<file path="src/design/mit_offtarget_local_score_defines.svh">
// Assertion macros shared by the local score block.
`ifndef MIT_OFFTARGET_LOCAL_SCORE_DEFINES_SVH
`define MIT_OFFTARGET_LOCAL_SCORE_DEFINES_SVH

// Property checked on every clock edge outside reset.
`define MOS_ASSERT(lbl, prop, msg) \
  lbl: assert property (@(posedge clk_i) disable iff (!rst_ni) prop) else $error(msg);

// Antecedent in this cycle implies consequent in the next one.
`define MOS_ASSERT_NEXT(lbl, ante, cons, msg) \
  lbl: assert property (@(posedge clk_i) disable iff (!rst_ni) (ante) |=> (cons)) \
    else $error(msg);

`endif

</file>
<file path="src/design/mos_pkg.sv">
package mos_pkg;

  // Field widths
  localparam int unsigned SIG_W         = 40;
  localparam int unsigned LEN_W         = 5;
  localparam int unsigned SCORE_W       = 23;
  localparam int unsigned COUNT_W       = 5;
  localparam int unsigned POSITIONS_DEF = 20;

  // Fixed-point datapath widths
  localparam int unsigned MUL_W      = 17;
  localparam int unsigned PROD_W     = 2 * MUL_W;
  localparam int unsigned T1_W       = 17;
  localparam int unsigned NUM_W      = 32;
  localparam int unsigned MSQ_W      = 9;
  localparam int unsigned BASE_W     = 11;
  localparam int unsigned DEN_W      = 20;
  localparam int unsigned DIVIDEND_W = NUM_W + 2;
  localparam int unsigned DIVISOR_W  = DEN_W + 1;

  // Constants of the score formula
  localparam logic [T1_W-1:0]    ONE_Q16    = 17'd65536;
  localparam logic [PROD_W-1:0]  HALF_Q16   = 34'd32768;
  localparam logic [SCORE_W-1:0] SCORE_MAX  = 23'd6553600;
  localparam logic [MUL_W-1:0]   NUM_K      = 17'd1900;   // 100 * 19
  localparam logic [BASE_W-1:0]  GAP_BASE_K = 11'd95;     // 19 * 5
  localparam logic [BASE_W-1:0]  SINGLE_K   = 11'd19;

  typedef enum logic [2:0] {
    ST_IDLE,
    ST_SCAN,
    ST_NUM,
    ST_MSQ,
    ST_DEN,
    ST_DIV,
    ST_WAIT,
    ST_FINISH
  } mos_state_e;

  // Mismatch factor 1 - penalty[pos] in Q1.16 (penalty in Q0.16)
  function automatic logic [MUL_W-1:0] pen_factor(input logic [LEN_W-1:0] pos);
    logic [15:0] pen;
    case (pos)
      5'd2:    pen = 16'd918;
      5'd5:    pen = 16'd25887;
      5'd6:    pen = 16'd20775;
      5'd8:    pen = 16'd25494;
      5'd9:    pen = 16'd5177;
      5'd10:   pen = 16'd29164;
      5'd11:   pen = 16'd33292;
      5'd12:   pen = 16'd40174;
      5'd13:   pen = 16'd55771;
      5'd14:   pen = 16'd47972;
      5'd15:   pen = 16'd54264;
      5'd16:   pen = 16'd40305;
      5'd17:   pen = 16'd52691;
      5'd18:   pen = 16'd44892;
      5'd19:   pen = 16'd38207;
      default: pen = 16'd0;
    endcase
    return ONE_Q16 - MUL_W'(pen);
  endfunction

endpackage

</file>
<file path="src/design/mit_offtarget_local_score.sv">
// Local off-target score of a guide pair from the XOR of its 2-bit signatures.
// Input channel: in_valid_i / in_stall_o carry one 40-bit xor_signature beat.
// Output channel: out_valid_o / out_stall_i carry score_q16 (unsigned Q7.16)
// and mismatch_count. seq_length is written through seq_length_we_i; the user
// must write it only while idle, the block itself does not enforce this.
// Each beat is scanned over min(seq_length, POSITIONS) positions, one per cycle,
// through a shared multiplier, which then forms the numerator, the squared
// mismatch count and the denominator; ST_DIV starts the restoring divider,
// which forms the SCORE_W quotient bits MSB first and raises its done flag.
// With no mismatch the result is loaded straight after the scan. The next beat
// can be taken in the cycle after the load. One item is in flight at a time:
// in_stall_o is high from the accepting edge until the result is loaded. A
// finished result sits in the output register while the next beat is accepted;
// if the receiver stalls, the following result waits in the block until the
// register frees up. Reset empties the output register, returns the sequencer
// to idle and sets seq_length to 20.
`include "mit_offtarget_local_score_defines.svh"

module mit_offtarget_local_score
  import mos_pkg::*;
#(
  parameter int unsigned POSITIONS = POSITIONS_DEF
) (
  input  logic               clk_i,
  input  logic               rst_ni,
  input  logic               seq_length_we_i,
  input  logic [LEN_W-1:0]   seq_length_i,
  input  logic               in_valid_i,
  output logic               in_stall_o,
  input  logic [SIG_W-1:0]   xor_signature_i,
  output logic               out_valid_o,
  input  logic               out_stall_i,
  output logic [SCORE_W-1:0] score_q16_o,
  output logic [COUNT_W-1:0] mismatch_count_o
);

  localparam int unsigned SIGR_W = 2 * POSITIONS;
  localparam int unsigned CNT_W  = $clog2(POSITIONS + 1);

  mos_state_e state_q, state_d;

  logic [LEN_W-1:0]   seq_len_q;
  logic [SIGR_W-1:0]  sig_q, sig_d;
  logic [CNT_W-1:0]   len_q, len_d;
  logic [CNT_W-1:0]   pos_q, pos_d;
  logic [CNT_W-1:0]   m_q, m_d;
  logic [CNT_W-1:0]   first_q, first_d;
  logic [CNT_W-1:0]   last_q, last_d;
  logic [T1_W-1:0]    t1_q, t1_d;
  logic [NUM_W-1:0]   num_q, num_d;
  logic [MSQ_W-1:0]   msq_q, msq_d;
  logic [DEN_W-1:0]   den_q, den_d;

  logic               out_valid_q;
  logic [SCORE_W-1:0] score_q, score_d;
  logic [COUNT_W-1:0] count_q;
  logic               out_load;

  logic [MUL_W-1:0]   mul_a, mul_b;
  logic               mul_rnd;
  logic [PROD_W-1:0]  prod;

  logic               div_start;
  logic               div_done;
  logic [SCORE_W-1:0] quotient;

  logic [LEN_W-1:0]   len_clamped;
  logic [COUNT_W-1:0] m5;
  logic [COUNT_W-1:0] span;
  logic [MUL_W-1:0]   num_k;
  logic [BASE_W-1:0]  den_base;
  logic               mis;
  logic [CNT_W-1:0]   pos_inc;

  // Config register
  always_ff @(posedge clk_i or negedge rst_ni) begin
    if (!rst_ni) begin
      seq_len_q <= LEN_W'(20);
    end else if (seq_length_we_i) begin
      seq_len_q <= seq_length_i;
    end
  end

  // Operand terms for the T2/T3 stage
  assign len_clamped = (seq_len_q > LEN_W'(POSITIONS)) ? LEN_W'(POSITIONS) : seq_len_q;
  assign m5          = COUNT_W'(m_q);
  assign span        = COUNT_W'(last_q - first_q);
  assign num_k       = (m5 == COUNT_W'(1)) ? NUM_K : MUL_W'(m5 - COUNT_W'(1)) * NUM_K;
  assign den_base    = (m5 == COUNT_W'(1)) ? SINGLE_K
                     : BASE_W'(m5 - COUNT_W'(1)) * GAP_BASE_K - BASE_W'({span, 2'b00});
  assign mis         = sig_q[1:0] != 2'b00;
  assign pos_inc     = pos_q + CNT_W'(1);

  mos_mul u_mul (
    .a_i    (mul_a),
    .b_i    (mul_b),
    .rnd_i  (mul_rnd),
    .prod_o (prod)
  );

  mos_div u_div (
    .clk_i      (clk_i),
    .rst_ni     (rst_ni),
    .start_i    (div_start),
    .dividend_i ({num_q, 1'b0} + DIVIDEND_W'(den_q)),
    .divisor_i  ({den_q, 1'b0}),
    .done_o     (div_done),
    .quotient_o (quotient)
  );

  // Output register loads when empty or being drained
  assign out_load = (state_q == ST_FINISH) && (!out_valid_q || !out_stall_i);
  assign score_d  = (m_q == '0) ? '0 : ((quotient > SCORE_MAX) ? SCORE_MAX : quotient);

  // Sequencer: next state and datapath updates
  always_comb begin
    state_d   = state_q;
    sig_d     = sig_q;
    len_d     = len_q;
    pos_d     = pos_q;
    m_d       = m_q;
    first_d   = first_q;
    last_d    = last_q;
    t1_d      = t1_q;
    num_d     = num_q;
    msq_d     = msq_q;
    den_d     = den_q;
    mul_a     = t1_q;
    mul_b     = pen_factor(LEN_W'(pos_q));
    mul_rnd   = 1'b0;
    div_start = 1'b0;
    case (state_q)
      ST_IDLE: begin
        if (in_valid_i) begin
          sig_d   = xor_signature_i[SIGR_W-1:0];
          len_d   = CNT_W'(len_clamped);
          pos_d   = '0;
          m_d     = '0;
          first_d = '0;
          last_d  = '0;
          t1_d    = ONE_Q16;
          state_d = (len_clamped == '0) ? ST_FINISH : ST_SCAN;
        end
      end
      ST_SCAN: begin
        mul_rnd = 1'b1;
        if (mis) begin
          t1_d   = prod[T1_W+15:16];
          m_d    = m_q + CNT_W'(1);
          last_d = pos_q;
          if (m_q == '0) begin
            first_d = pos_q;
          end
        end
        sig_d = sig_q >> 2;
        pos_d = pos_inc;
        if (pos_inc == len_q) begin
          state_d = (m_d == '0) ? ST_FINISH : ST_NUM;
        end
      end
      ST_NUM: begin
        // 100 * T1 * 19(m-1), or 100 * T1 * 19 when m = 1
        mul_b   = num_k;
        num_d   = prod[NUM_W-1:0];
        state_d = ST_MSQ;
      end
      ST_MSQ: begin
        mul_a   = MUL_W'(m5);
        mul_b   = MUL_W'(m5);
        msq_d   = prod[MSQ_W-1:0];
        state_d = ST_DEN;
      end
      ST_DEN: begin
        // (95(m-1) - 4s) * m^2, or 19 * m^2 when m = 1
        mul_a   = MUL_W'(den_base);
        mul_b   = MUL_W'(msq_q);
        den_d   = prod[DEN_W-1:0];
        state_d = ST_DIV;
      end
      ST_DIV: begin
        div_start = 1'b1;
        state_d   = ST_WAIT;
      end
      ST_WAIT: begin
        if (div_done) begin
          state_d = ST_FINISH;
        end
      end
      ST_FINISH: begin
        if (out_load) begin
          state_d = ST_IDLE;
        end
      end
      default: begin
        state_d = ST_IDLE;
      end
    endcase
  end

  always_ff @(posedge clk_i or negedge rst_ni) begin
    if (!rst_ni) begin
      state_q     <= ST_IDLE;
      out_valid_q <= 1'b0;
    end else begin
      state_q <= state_d;
      if (out_load) begin
        out_valid_q <= 1'b1;
      end else if (!out_stall_i) begin
        out_valid_q <= 1'b0;
      end
    end
  end

  // Datapath registers
  always_ff @(posedge clk_i) begin
    sig_q   <= sig_d;
    len_q   <= len_d;
    pos_q   <= pos_d;
    m_q     <= m_d;
    first_q <= first_d;
    last_q  <= last_d;
    t1_q    <= t1_d;
    num_q   <= num_d;
    msq_q   <= msq_d;
    den_q   <= den_d;
    if (out_load) begin
      score_q <= score_d;
      count_q <= COUNT_W'(m_q);
    end
  end

  assign in_stall_o       = state_q != ST_IDLE;
  assign out_valid_o      = out_valid_q;
  assign score_q16_o      = score_q;
  assign mismatch_count_o = count_q;

  `MOS_ASSERT_NEXT(a_busy_after_accept, in_valid_i && !in_stall_o, in_stall_o, "no stall after accept")
  `MOS_ASSERT(a_score_sat, out_valid_o |-> score_q16_o <= SCORE_MAX, "score above saturation")
  `MOS_ASSERT(a_zero_score, out_valid_o && mismatch_count_o == '0 |-> score_q16_o == '0, "nonzero score with no mismatch")
  `MOS_ASSERT(a_count_bound, state_q == ST_SCAN |-> m_q <= pos_q, "mismatch count above scanned positions")
  `MOS_ASSERT_NEXT(a_div_started, state_q == ST_DIV, state_q == ST_WAIT, "divider start not followed by wait")

endmodule

</file>
<file path="src/design/mos_mul.sv">
// Shared multiplier with optional Q0.16 round-half-up offset.
module mos_mul
  import mos_pkg::*;
(
  input  logic [MUL_W-1:0]  a_i,
  input  logic [MUL_W-1:0]  b_i,
  input  logic              rnd_i,
  output logic [PROD_W-1:0] prod_o
);

  logic [PROD_W-1:0] prod_raw;

  assign prod_raw = PROD_W'(a_i) * PROD_W'(b_i);
  assign prod_o   = rnd_i ? prod_raw + HALF_Q16 : prod_raw;

endmodule

</file>
<file path="src/design/mos_div.sv">
// Restoring divider, one quotient bit per cycle, MSB first.
// Quotient must fit in SCORE_W bits.
module mos_div
  import mos_pkg::*;
(
  input  logic                  clk_i,
  input  logic                  rst_ni,
  input  logic                  start_i,
  input  logic [DIVIDEND_W-1:0] dividend_i,
  input  logic [DIVISOR_W-1:0]  divisor_i,
  output logic                  done_o,
  output logic [SCORE_W-1:0]    quotient_o
);

  localparam int unsigned DSH_W = DIVISOR_W + SCORE_W - 1;
  localparam int unsigned CNT_W = $clog2(SCORE_W);

  logic                  busy_q, busy_d;
  logic                  done_q, done_d;
  logic [CNT_W-1:0]      cnt_q, cnt_d;
  logic [DIVIDEND_W-1:0] rem_q, rem_d;
  logic [DSH_W-1:0]      dsh_q, dsh_d;
  logic [SCORE_W-1:0]    quo_q, quo_d;
  logic [DSH_W-1:0]      rem_ext;
  logic                  fits;

  assign rem_ext = DSH_W'(rem_q);
  assign fits    = rem_ext >= dsh_q;

  // One compare-subtract step per cycle
  always_comb begin
    busy_d = busy_q;
    done_d = 1'b0;
    cnt_d  = cnt_q;
    rem_d  = rem_q;
    dsh_d  = dsh_q;
    quo_d  = quo_q;
    if (start_i) begin
      busy_d = 1'b1;
      cnt_d  = '0;
      rem_d  = dividend_i;
      dsh_d  = {divisor_i, {(SCORE_W-1){1'b0}}};
      quo_d  = '0;
    end else if (busy_q) begin
      if (fits) begin
        rem_d = DIVIDEND_W'(rem_ext - dsh_q);
      end
      quo_d = {quo_q[SCORE_W-2:0], fits};
      dsh_d = dsh_q >> 1;
      cnt_d = cnt_q + CNT_W'(1);
      if (cnt_q == CNT_W'(SCORE_W - 1)) begin
        busy_d = 1'b0;
        done_d = 1'b1;
      end
    end
  end

  always_ff @(posedge clk_i or negedge rst_ni) begin
    if (!rst_ni) begin
      busy_q <= 1'b0;
      done_q <= 1'b0;
      cnt_q  <= '0;
    end else begin
      busy_q <= busy_d;
      done_q <= done_d;
      cnt_q  <= cnt_d;
    end
  end

  always_ff @(posedge clk_i) begin
    rem_q <= rem_d;
    dsh_q <= dsh_d;
    quo_q <= quo_d;
  end

  assign done_o     = done_q;
  assign quotient_o = quo_q;

endmodule
</file>
<file path="config.mk">
export PLATFORM = sky130hd
export DESIGN_NAME = mit_offtarget_local_score
export DESIGN_NICKNAME = d
export VERILOG_FILES = /design/src/design/mos_pkg.sv /design/src/design/mit_offtarget_local_score.sv /design/src/design/mos_mul.sv /design/src/design/mos_div.sv
export VERILOG_INCLUDE_DIRS = /design/src /design/src/design
export SDC_FILE = /design/constraint.sdc
export NUM_CORES = 1
export LEC_CHECK = 0
export BUFFER_PORTS_ARGS = -buffer_cell sky130_fd_sc_hd__buf_2
export CORE_MARGIN = 2
export CORE_UTILIZATION = 50
export CTS_BUF_LIST = sky130_fd_sc_hd__clkbuf_4 sky130_fd_sc_hd__clkbuf_8
export CTS_CLUSTER_SIZE = 24
export DETAILED_ROUTE_END_ITERATION = 10
export PLACE_DENSITY = 0.66
export RECOVER_POWER = 25
export SLEW_MARGIN = 30
export SYNTH_ARGS = -nofsm -noshare
export SYNTH_HDL_FRONTEND = slang
export SYNTH_HIERARCHICAL = 1
export SYNTH_SLANG_ARGS = --single-unit
</file>
<file path="constraint.sdc">
create_clock -name clk_i -period 28.1 [get_ports clk_i]
set_clock_uncertainty 0.05 [all_clocks]
set_input_delay 4.215 -clock clk_i [delete_from_list [all_inputs] [get_ports clk_i]]
set_output_delay 4.215 -clock clk_i [all_outputs]
set_load 0.02 [all_outputs]
</file>
==> reports/qor.txt, run 1 <==
outcome: complete, but fails checks
failing checks: max-capacitance violations, max-slew violations
Die Wd: 244.0 µm
first-pass GRT wire length: 118,500 µm
vias in the first global route: 22,410
routed len/inst: 18.62 µm
1st-iter DRT viols: 1,516
post-CTS setup buffers: 0
clk_lat worst skew: 650 ps
worst slew pin tran: 3924 ps
H-tree levels: 2
Post-Syn Nets: 3,628
Post-CTS Hold Buffers: 0
Most Frequent Cell on Critical Path: fa_1
largest net degree at the start of global routing: 79
Multi-input gate area: 18,250 µm²
clock-pin slew on the worst setup and hold paths: 70 ps
Syn-to-layout area delta: 8.351%
initial antenna violation count: 3
Max FO, Critical Path: 17
fmax: 79.02 MHz
Antenna diodes: 0
DIE HEIGHT: 244.0 µm
Worst path max stage delay: 730 ps
Worst Path Class, Setup: reg -> reg
DRT antenna net count: 0
Mean Syn Cell Area: 9.363 µm²
Starting Density: 50.80%
HP Class: reg -> reg
Max Buffers Root-to-Sink: 3
die area: 59,560 µm²
max-slew violation count: 209
Worst path slowest cell: a22o_1
Vias: 21,840
Post-Syn Area: 28,810 µm²
clk root buf: clkbuf_8
CP Launch Type: register
CTS resizes: 0
cts bufs inserted: 53
RSZ-0062 raised after global routing: false
gr usage total: 24.85%
IO Count: 80
Critical Path AT: 12,880 ps
Cells after Synth: 3,077
Row Count: 87
layout cells sized above 1: 9.364%
layout filler cell count: 5,065
sequential cell area: 8414 µm²
global route overflow: 0
Syn. warnings: 6
endpoints failing hold: 0
Placeable Area: 56,710 µm²
# setup viols final: 0
Setup TNS: 0 ps
router iterations before antenna repair: 5
crit share post-route: 45.04%
Vias/cell: 5.575
Tmin final: 12,660 ps
# DRC: 0
final wirelength: 72,930 µm
Final nets: 3,667
routability cong.: 0.9379
required time of the critical path: 28,330 ps
Slew headroom: -161.6%
PortBufs: 79
Critical Path Sink Type: register
Place WS: 15,440 ps
CTS sink cnt: 303
Final HPWL DP: 55,270 µm
setup ws final: 15,440 ps
Max Cap Violations: 4
CTS tree: built
-- cell usage in the layout, fill, tap and decap left out, types with 9 or more instances in the layout --
master      n
xor2_1     61
o22ai_1    10
nand2b_1   14
inv_1     448
buf_4      25
o21bai_1   11
nand3_1    40
and2_1    175
and3_1     15
o21ai_1    15
nor2b_1    15
a22o_1     15
nand4_1    30
o211ai_1   20
nor4_1     14
a211oi_1   14
a21o_1     42
dfrtp_1    13
clkbuf_8   65
o21a_1     18
xnor2_1    86
edfxtp_1  226
a31oi_1    10
ha_1      244
a21oi_1   125
nor2_1    160
nor3_1     35
buf_2      79
clkinv_2   12
o21ai_0   102
dfxtp_1    61
o31ai_1     9
fa_1      257
nand2_1   433
mux2_2     10
mux2i_1    49
-- metrics by stage --
| stage | instance area [µm²] | util [%] | hold WS (ps) | cells |
|---|---|---|---|---|
| final | 31220 | 55.04 | 461.3 | 3917 |
| after global placement | 29860 | 52.65 | 436.0 | 3816 |
| after global routing | 31220 | 55.04 | 485.5 | 3917 |
| after detailed placement | 29890 | 52.70 | 443.9 | 3816 |
| after floorplan | 28810 | - | 374.4 | 3077 |
| after CTS | 31200 | 55.01 | 463.7 | 3916 |
-- layout make-up --
type                       instances  area share [%]
sequential                       303           26.95
timing repair buffer             108           1.952
inverter                         451           5.423
tap                              756           3.030
clock buffer                      73           3.058
multi-input combinational       2199           58.45
clock inverter                    27           1.134
-- worst paths after layout --
check	from	endpoint	slack, ps	cells past startpoint
worst max-delay path	m5[0]$_SDFFCE_PN0P_	t1_q[16]$_SDFFCE_PN1P_	15440	39
worst min-delay path	sig_q[17]$_DFFE_PP_	sig_q[15]$_DFFE_PP_	460	2
worst max register to register	m5[0]$_SDFFCE_PN0P_	t1_q[16]$_SDFFCE_PN1P_	15440	39
worst min register to register	sig_q[17]$_DFFE_PP_	sig_q[15]$_DFFE_PP_	460	2
max in group asynchronous	rst_ni	u_div/busy_q$_DFF_PN0_	24220	1
min in group asynchronous	rst_ni	u_div/cnt_q[2]$_DFFE_PN0P_	3440	1
-- state kept, by name (all words and copies together) (netlist names), 3 cells and up, named ones only --
register,flops
m5,5
score_q16_o,23
last_q,5
first_q,5
msq_q,9
seq_len_q,5
pos_q,5
sig_q,40
den_q,20
t1_q,17
num_q,32
len_q,5
mismatch_count_o,5
u_div/cnt_q,5
state_q,3
u_div/dsh_q,43
u_div/quotient_o,23
u_div/rem_q,34
-- metal layers --
layer | vias up | part of all wire [%] | global-route usage (%)
met5 | - | 0 | 0
met4 | 0 | 3.2 | 8.770
met3 | 130 | 5.0 | 2.700
met2 | 616 | 47 | 40.99
met1 | 10820 | 44 | 34.06
li1 | 10270 | - | -
-- worst max-delay path: cells and delay by family, from the launching register on --
kind / cells / cell delay, ps
xor+xnor: 4 / 930
flops: 1 / 670
buf+inv: 8 / 850
compound gates: 9 / 2420
fa+ha+maj: 13 / 6280
simple gates: 5 / 1060
Power of run 1 is not shown: default switching activity piles up to over one toggle a cycle in this logic, so the estimate is an artifact.
==> run 2, diff against run 1 <==
==> constraint.sdc (replaced) <==
create_clock -name clk_i -period 11.7 [get_ports clk_i]
set_clock_uncertainty 0.05 [all_clocks]
set_input_delay 1.755 -clock clk_i [delete_from_list [all_inputs] [get_ports clk_i]]
set_output_delay 1.755 -clock clk_i [all_outputs]
set_load 0.02 [all_outputs]
==> run 2 against run 1 <==
The flow still finishes with violations (max-capacitance violations, max-slew violations). Register-to-register slack lost 15000 ps. Die area is the same. Core utilization grew 0.57 points. Worst setup slack lost 15000 ps. First-iteration DRC count shrank 6.8%. Critical path depth grew 6. Highest routed layer is now met5. Final cell count grew 0.92%. Worst hold slack lost 1.1 ps. Sequential share of layout area shrank 0.28 points. Routed wire length grew 0.32%. Cell area grew 1.0%.
==> reports/qor.txt, run 2 (synthesis gave the netlist of run 1 again) <==
outcome: complete, but fails checks
failing checks: max-capacitance violations, max-slew violations
worst reg2reg startpoint: last_q[0]$_DFFE_PP_
Max Buffers Root-to-Sink: 3 (unchanged)
PortBufs: 79 (unchanged)
global route overflow: 0 (unchanged)
DRT antenna net count: 0 (unchanged)
CP Launch Type: register
1st-iter DRT viols: 1,413 (-6.8%)
cts bufs inserted: 52 (-1.9%)
Crit path buffers/inverters: 12 (+4)
reg2reg setup slack: 370 ps (-15,070 ps)
crit share post-route: 96.84% (+52 points)
routability cong.: 0.8999 (-4.1%)
CP delay by family, top: adder cells
final wirelength: 73,160 µm (+0.32%)
max FFs per register: 43 (unchanged)
Die Wd: 244.0 µm (unchanged)
clk_lat worst skew: 630 ps (-20 ps)
CTS tree: built
Max FO, Critical Path: 7 (-10)
Worst path max stage delay: 550 ps (-180 ps)
Critical Path Sink Type: register
Most Frequent Cell on Critical Path: inv_1
Slew headroom: -160.5% (+1.1 points)
Post-CTS Hold Buffers: 0 (unchanged)
initial antenna violation count: 1 (-2)
Starting Density: 50.80% (unchanged)
max-slew violation count: 130 (-38%)
required time of the critical path: 12,010 ps (-16,320 ps)
Row Count: 87 (unchanged)
worst slew pin tran: 3907 ps (-16.16 ps)
router iterations before antenna repair: 7 (+2)
Final nets: 3,705 (+1.0%)
worst r2r dst: t1_q[15]$_SDFFCE_PN0P_
# DRC: 0 (unchanged)
routed len/inst: 18.51 µm (-0.59%)
DIE HEIGHT: 244.0 µm (unchanged)
CTS sink cnt: 303 (unchanged)
commonest non-fill, non-tap cell in the layout: inv_1
first-pass GRT wire length: 119,400 µm (+0.73%)
H-tree levels: 2 (unchanged)
most frequent cells in the layout: 448 x inv_1, 432 x nand2_1, 257 x fa_1
Largest Register: u_div/dsh_q
Critical Path Stages: 45 (+15%)
Placeable Area: 56,710 µm² (unchanged)
IO Count: 80 (unchanged)
setup ws final: 369.7 ps (-15,070 ps)
Place WS: 44.92 ps (-15,400 ps)
Min Hold Slack: 460.2 ps (-1.148 ps)
Final HPWL DP: 55,060 µm (-0.38%)
R2R cell count: 45 (+15%)
layout filler cell count: 5,104 (+0.77%)
crit path capture: t1_q[15]$_SDFFCE_PN0P_
fmax: 88.26 MHz (+12%)
Worst path slowest cell: fa_1
gr usage total: 24.87% (about the same)
Syn-to-layout area delta: 9.472%
largest net degree at the start of global routing: 83 (+5.1%)
Tmin final: 11,330 ps (-1325 ps)
Multi-input gate area: 18,450 µm² (+1.1%)
clk root buf: clkbuf_8
Antenna diodes: 0 (unchanged)
die area: 59,560 µm² (unchanged)
Vias/cell: 5.566 (-0.16%)
Critical Path AT: 11,640 ps (-1240 ps)
HP Class: reg -> reg
sequential cell area: 8414 µm² (unchanged)
Worst Path Class, Setup: reg -> reg
top flop regs: u_div/dsh_q: 43 flops, sig_q: 40 flops, u_div/rem_q: 34 flops
Vias: 22,000 (+0.76%)
vias in the first global route: 22,600 (+0.87%)
Max Cap Violations: 3 (-1)
endpoints failing hold: 0 (unchanged)
clock-pin slew on the worst setup and hold paths: 60 ps (about the same)
CP startpoint: last_q[0]$_DFFE_PP_
layout cells sized above 1: 11.10% (+1.7 points)
# setup viols final: 0 (unchanged)
run 2: how the worst min path moves through the flow:
stage	to	cells past startpoint	slack, ps	from
finish	sig_q[25]$_DFFE_PP_	2	460	sig_q[27]$_DFFE_PP_
global route	sig_q[25]$_DFFE_PP_	2	470	sig_q[27]$_DFFE_PP_
CTS	u_div/dsh_q[28]$_DFFE_PP_	2	460	den_q[5]$_DFFE_PP_
detailed placement	sig_q[27]$_DFFE_PP_	2	440	sig_q[29]$_DFFE_PP_
global placement	sig_q[36]$_DFFE_PP_	2	440	sig_q[38]$_SDFFCE_PP0P_
floorplan	mismatch_count_o[4]$_DFFE_PP_	0	370	m5[4]$_SDFFCE_PN0P_
run 2: layout make-up:
type                            instances  area share [%]
Clock buffer                           68           2.729
Tap cell                              756           2.999
Timing Repair Buffer                  147           2.809
Clock inverter                         29          0.9045
Inverter                              451           5.368
Sequential cell                       303           26.68
Multi-Input combinational cell       2199           58.51
run 2: timing repair:
| item | 4_1_cts | 5_1_grt |
|---|---|---|
| pin swaps | 1 | 8 |
| resized for setup | 2 | 60 |
| endpoints found under the setup margin | 4 | 32 |
| buffers inserted | 1 | 7 |
run 2: stage by stage:
stage          setup TNS [ps]  utilization (%)  cells  instance area, µm²
2_1_floorplan               0                -   3077               28810
3_5_place_dp                0            53.11   3848               30120
3_3_place_gp                0            53.07   3848               30100
4_1_cts                     0            55.15   3946               31280
5_1_grt                -424.6            55.61   3953               31540
6_report                    0            55.61   3953               31540
run 2: worst reg2reg max path, delay by kind of cell (launching register included):
family | cells | cell delay, ps
fa+ha+maj | 14 | 6090
compound gates | 9 | 1910
simple gates | 6 | 1330
buf+inv | 12 | 820
xor+xnor | 4 | 510
flops | 1 | 360
run 2: metal layers:
layer	part of all wire (%)	track usage, %	up-vias
li1	-	-	10350
met1	45	33.94	10960
met2	48	41.99	590
met3	5.0	3.402	104
met4	2.1	5.900	2
met5	0.016	0	-
Power of run 2 is left out for the same reason.
